### config.mk
export PLATFORM = sky130hd
export DESIGN_NAME = mcba_ctrl
export DESIGN_NICKNAME = d
export VERILOG_FILES = /design/src/design/mcba_pkg.sv /design/src/design/mcba_ctrl.sv
export SDC_FILE = /design/constraint.sdc
export NUM_CORES = 1
export LEC_CHECK = 0
export BUFFER_PORTS_ARGS = -buffer_cell sky130_fd_sc_hd__clkbuf_2
export CAP_MARGIN = 25
export CORE_MARGIN = 1.5
export CORE_UTILIZATION = 50
export DETAILED_ROUTE_END_ITERATION = 10
export HOLD_SLACK_MARGIN = 0.05
export PLACE_DENSITY = 0.76
export SLEW_MARGIN = 20
export SYNTH_ARGS = -nofsm -noshare
export SYNTH_HDL_FRONTEND = slang
export SYNTH_SLANG_ARGS = --single-unit
### constraint.sdc
create_clock -name i_clk -period 3.3 [get_ports i_clk]
set_clock_uncertainty 0.15 [all_clocks]
set_input_delay 0.66 -clock i_clk [delete_from_list [all_inputs] [get_ports i_clk]]
set_output_delay 0.66 -clock i_clk [all_outputs]
set_load 0.02 [all_outputs]
### src/design/mcba_pkg.sv
package mcba_pkg;

    localparam int MAX_SIDE = 16;
    localparam int SIDE_W   = $clog2(MAX_SIDE);
    localparam int COST_W   = 16;
    localparam int DIST_W   = 23;
    localparam int TOTAL_W  = 20;
    localparam int COUNT_W  = 5;
    localparam int ADDR_W   = 2 * SIDE_W;
    localparam int CIDX_W   = 1;

    localparam logic [CIDX_W-1:0] CFG_BOX_COUNT  = 1'b0;
    localparam logic [CIDX_W-1:0] CFG_GOAL_COUNT = 1'b1;

    typedef struct packed {
        logic [SIDE_W-1:0]        tag;
        logic                     matched;
        logic [SIDE_W-1:0]        mgoal;
        logic                     dfin;
        logic signed [DIST_W-1:0] path_dist;
    } t_box_ent;

    typedef struct packed {
        logic [SIDE_W-1:0]        tag;
        logic                     matched;
        logic [SIDE_W-1:0]        mbox;
        logic                     dfin;
        logic signed [DIST_W-1:0] path_dist;
        logic [SIDE_W-1:0]        par;
    } t_goal_ent;

    typedef struct packed {
        logic init_solve;
        logic init_search;
        logic relax;
        logic shift_box;
        logic pass_restart;
        logic find_clear;
        logic find;
        logic pick;
        logic seek_goal;
        logic seek_box;
        logic load_out;
    } t_cmd;

    typedef struct packed {
        logic changed;
        logic found;
        logic hit_goal;
        logic hit_box;
        logic more;
        logic out_busy;
    } t_status;

endpackage

### src/design/mcba_ctrl.sv
module mcba_ctrl (
    input  logic             i_clk,
    input  logic             i_rst_n,
    input  logic             i_in_accept,
    input  logic             i_in_last,
    input  mcba_pkg::t_status i_status,
    output mcba_pkg::t_cmd    o_cmd,
    output logic             o_busy
);

    typedef enum logic [3:0] {
        S_IDLE, S_SOLVE, S_INIT, S_RD, S_RELAX, S_ROW, S_PASS_END,
        S_FIND, S_PICK, S_SEEKG, S_SEEKB, S_DONE
    } t_state;

    localparam logic [mcba_pkg::SIDE_W-1:0] LAST_IDX =
        mcba_pkg::SIDE_W'(mcba_pkg::MAX_SIDE - 1);

    t_state                      r_state;
    logic [mcba_pkg::SIDE_W-1:0] r_col;
    logic [mcba_pkg::SIDE_W-1:0] r_row;

    always_ff @(posedge i_clk) begin
        if (!i_rst_n) begin
            r_state <= S_IDLE;
            r_col   <= '0;
            r_row   <= '0;
        end else begin
            unique case (r_state)
                S_IDLE: begin
                    if (i_in_accept && i_in_last) begin
                        r_state <= S_SOLVE;
                    end
                end
                S_SOLVE: r_state <= S_INIT;
                S_INIT: begin
                    r_col   <= '0;
                    r_row   <= '0;
                    r_state <= S_RD;
                end
                S_RD: r_state <= S_RELAX;
                S_RELAX: begin
                    r_col   <= r_col + 1'b1;
                    r_state <= (r_col == LAST_IDX) ? S_ROW : S_RD;
                end
                S_ROW: begin
                    r_row   <= r_row + 1'b1;
                    r_state <= (r_row == LAST_IDX) ? S_PASS_END : S_RD;
                end
                S_PASS_END: begin
                    r_col   <= '0;
                    r_row   <= '0;
                    r_state <= i_status.changed ? S_RD : S_FIND;
                end
                S_FIND: begin
                    r_col <= r_col + 1'b1;
                    if (r_col == LAST_IDX) begin
                        r_state <= S_PICK;
                    end
                end
                S_PICK: r_state <= i_status.found ? S_SEEKG : S_DONE;
                S_SEEKG: begin
                    if (i_status.hit_goal) begin
                        r_state <= S_SEEKB;
                    end
                end
                S_SEEKB: begin
                    if (i_status.hit_box) begin
                        r_state <= i_status.more ? S_SEEKG : S_INIT;
                    end
                end
                S_DONE: begin
                    if (!i_status.out_busy) begin
                        r_state <= S_IDLE;
                    end
                end
                default: r_state <= S_IDLE;
            endcase
        end
    end

    always_comb begin
        o_cmd              = '0;
        o_cmd.init_solve   = (r_state == S_SOLVE);
        o_cmd.init_search  = (r_state == S_INIT);
        o_cmd.relax        = (r_state == S_RELAX);
        o_cmd.shift_box    = (r_state == S_ROW);
        o_cmd.pass_restart = (r_state == S_PASS_END) && i_status.changed;
        o_cmd.find_clear   = (r_state == S_PASS_END) && !i_status.changed;
        o_cmd.find         = (r_state == S_FIND);
        o_cmd.pick         = (r_state == S_PICK);
        o_cmd.seek_goal    = (r_state == S_SEEKG);
        o_cmd.seek_box     = (r_state == S_SEEKB);
        o_cmd.load_out     = (r_state == S_DONE) && !i_status.out_busy;
    end

    assign o_busy = (r_state != S_IDLE);

endmodule

==> qor.csv <==
stage,metric,value,unit
die,dieWidth,44.52,um
clock_network,cts_tree,done,
final_layout,diodes,0,
final_layout,postLayoutCoreUtil,62.44,%
placed_design,dpl.hpwl,1334,um
drt,top_layer_used,met4,
clock_network,clk_latency,0.26,ns
final_layout,final_cell_mix,"clkbuf_2 (21), dfxtp_1 (12), nor2_1 (9)",
die,initial_core_util,55.30,%
final_layout,area_growth,12.92,%
die,num_io_pins,22,
clock_network,clockBufferDepth,2,
drt,vias,822,
setup_path,worst_setup_path_end_kind,output port,
setup_path,critPathArrivalTime,1.67,ns
die,die_area,0.001982,mm2
final_layout,fillers,139,
setup_path,criticalPathCategory,reg2out,
global_routing,gr-total-overflow,0,
hold_path,min_path_type,reg2reg,
sta,period_share,75.26,%
synth,yosysWarnings,0,
sta,rsz0062_at_grt,false,
run_status,violations,DRC,
sta,setup_viol,0,
synth,synth_area_leaders,"dfxtp_1 (28%), nor2_1 (3.9%), mux2i_1 (3.5%), nor3_1 (3.5%), nand2_1 (3.5%)",
sta,min_period,2.484,ns
drt,drt-total-wl,1792,um
synth,syn-num-nets,117,
sta,hold_viol_final,0,
final_layout,multi_input_area,559.3,um2
global_routing,antenna_found_initial,0,
synth,synth_area_per_cell,8.210,um2
setup_path,r2r_start,r_state[1],
die,rows,14,
clock_network,cts.repair.resized,0,
synth,synth_top_area_share,27.87,%
placed_design,gp_congestion,0.7949,
drt,vias_per_cell,5.914,
hold_path,hold_start,r_col[3],
final_layout,drive_gt1_share,24.39,%
final_layout,final_common_cell,clkbuf_2,
hold_path,min_path_cells,1,
clock_network,cts.sinks,12,
sta,worst_slew_pin_slew,0.6513,ns
final_layout,ff_latch_area,240.2,um2
power,power_density,595.4,mW/mm2
setup_path,worst_r2r_path_depth,4,
synth,netlist.top_cell.by_area,dfxtp_1,
global_routing,grt_max_degree,22,
drt,dr_wl_met3,117,um
setup_path,start_kind,register,
clock_network,cts_setup_buffers,0,
die,dieHeight,44.52,um
setup_path,cp_max_fo,21,
drt,routedWlPerCell,12.89,um
global_routing,grt_pass1_wl,3036,um
setup_path,regToRegSetupSlack,1.39,ns
synth,synth_cells,105,
sta,fmax,402.6,MHz
sta,fin_tns_setup,0,ns
clock_network,cts_max_level,1,
global_routing,grt_pass1_vias,695,
hold_path,whs_endpoint,r_col[3],
placed_design,port_buffers,21,
sta,final_max_slew_viol_count,0,
clock_network,numCtsBuffers,3,
drt,dr.first_iter.drc_count,36,
drt,drc,3,
power,total_leakage_power,0.4262,nW
drt,wl_met1,862,um
power,total_power,0.5796,mW
drt,wl_met2,789,um
synth,synth.cell_area,862.1,um2
clock_network,clk_pin_slew,0.07,ns
final_layout,layout.nets,137,
power,ir_drop,333.4,uV
drt,first_pass_iters,7,
job,cap_viol_max_count,0,
setup_path,r2r-end,r_state[0],
setup_path,cp.required,2.49,ns
global_routing,grt_use_total,20.47,%
die,fp.coreArea,0.001559,mm2
clock_network,cts_root_buf,clkbuf_4,
drt,ant_nets,0,
synth,synth_seq_cells,12,
synth,synth_cell_types,42,
clock_network,postCtsHoldBufs,0,
run_status,outcome,finished with violations,
sta,slew_headroom,56.52,%
synth,yosysSeqAreaShare,27.87,%
[registers in the layout, indices dropped and copies added, names as in the netlist]
register and cells:
r_col 4, r_row 4, r_state 4
[cell families (layout without fill, tap and decap cells)]
| group | Yosys count | after routing | synth area share [%] |
|---|---|---|---|
| compound gates | 25 | 25 | 22.79 |
| mux | 4 | 4 | 4.790 |
| flops | 12 | 12 | 27.87 |
| simple gates | 47 | 47 | 31.35 |
| xor+xnor | 3 | 3 | 3.048 |
| buf+inv | 12 | 30 | 7.257 |
| fa+ha+maj | 2 | 2 | 2.902 |
[cells in the mapped netlist]
master,count
a211o_1,1
a211oi_1,1
a21o_1,3
a21oi_1,5
a21oi_2,1
a22oi_1,2
a22oi_4,1
a2bb2oi_1,1
a32oi_1,1
a41oi_1,1
and3_1,2
and4b_1,1
and4b_4,1
buf_2,5
buf_4,1
buf_6,1
dfxtp_1,12
ha_1,2
inv_1,5
mux2_2,1
mux2i_1,3
nand2_1,8
nand2b_1,4
nand3_1,3
nand3b_1,2
nand4_1,2
nand4bb_1,1
nor2_1,9
nor2b_1,4
nor3_1,6
nor4_2,1
nor4bb_1,1
o211ai_1,1
o21ai_0,2
o21bai_1,1
o22ai_1,1
o311a_1,2
o32a_1,1
or2b_1,1
or3_1,1
xnor2_1,1
xor2_1,2
[power breakdown]
part           leakage (nW)  internal (mW)  total, mW  switching (mW)
combinational         0.315          0.127      0.267           0.140
clock                0.0138         0.0421     0.0853          0.0432
sequential           0.0973          0.161      0.227          0.0668
[layout make-up]
type,instances,area share [%]
clock buffers,3,2.314
multi-input cells,81,57.45
well taps,16,2.057
flip-flops and latches,12,24.68
inverters,5,1.928
repair buffers,22,11.57
[per-stage QoR]
step / cell area (um2) / hold slack (ns) / setup slack (ns) / cells
2_1_floorplan: 862.1 / 0.2895 / 1.262 / 105
3_3_place_gp: 950.9 / 0.3173 / 1.193 / 136
3_5_place_dp: 950.9 / 0.3192 / 1.124 / 136
4_1_cts: 973.4 / 0.3300 / 0.8285 / 139
5_1_grt: 973.4 / 0.3693 / 0.6326 / 139
6_report: 973.4 / 0.3332 / 0.8163 / 139
[worst max path at each step]
stage                          start  cells past startpoint  slack (ns)        to
after floorplan           r_state[3]                      3        1.26  o_cmd[5]
after global placement    r_state[1]                      3        1.19  o_cmd[5]
after detailed placement  r_state[1]                      3        1.12  o_cmd[9]
after CTS                 r_state[1]                      3        0.83  o_cmd[9]
after global routing      r_state[1]                      3        0.63  o_cmd[9]
final                     r_state[1]                      3        0.82  o_cmd[9]
[worst max-delay path, stage by stage, from the launching register on]
cell      delay (ns)
dfxtp_1         0.74
nand2b_1        0.25
nor3_1          0.21
clkbuf_2        0.20
[routing by layer]
metal / track usage [%] / vias to the layer above
li1: - / 420
met1: 27.61 / 369
met2: 33.33 / 29
met3: 2.449 / 4
met4: 7.273 / 0
met5: 0 / -
No activity file was read; power rests on OpenSTA's default activity.
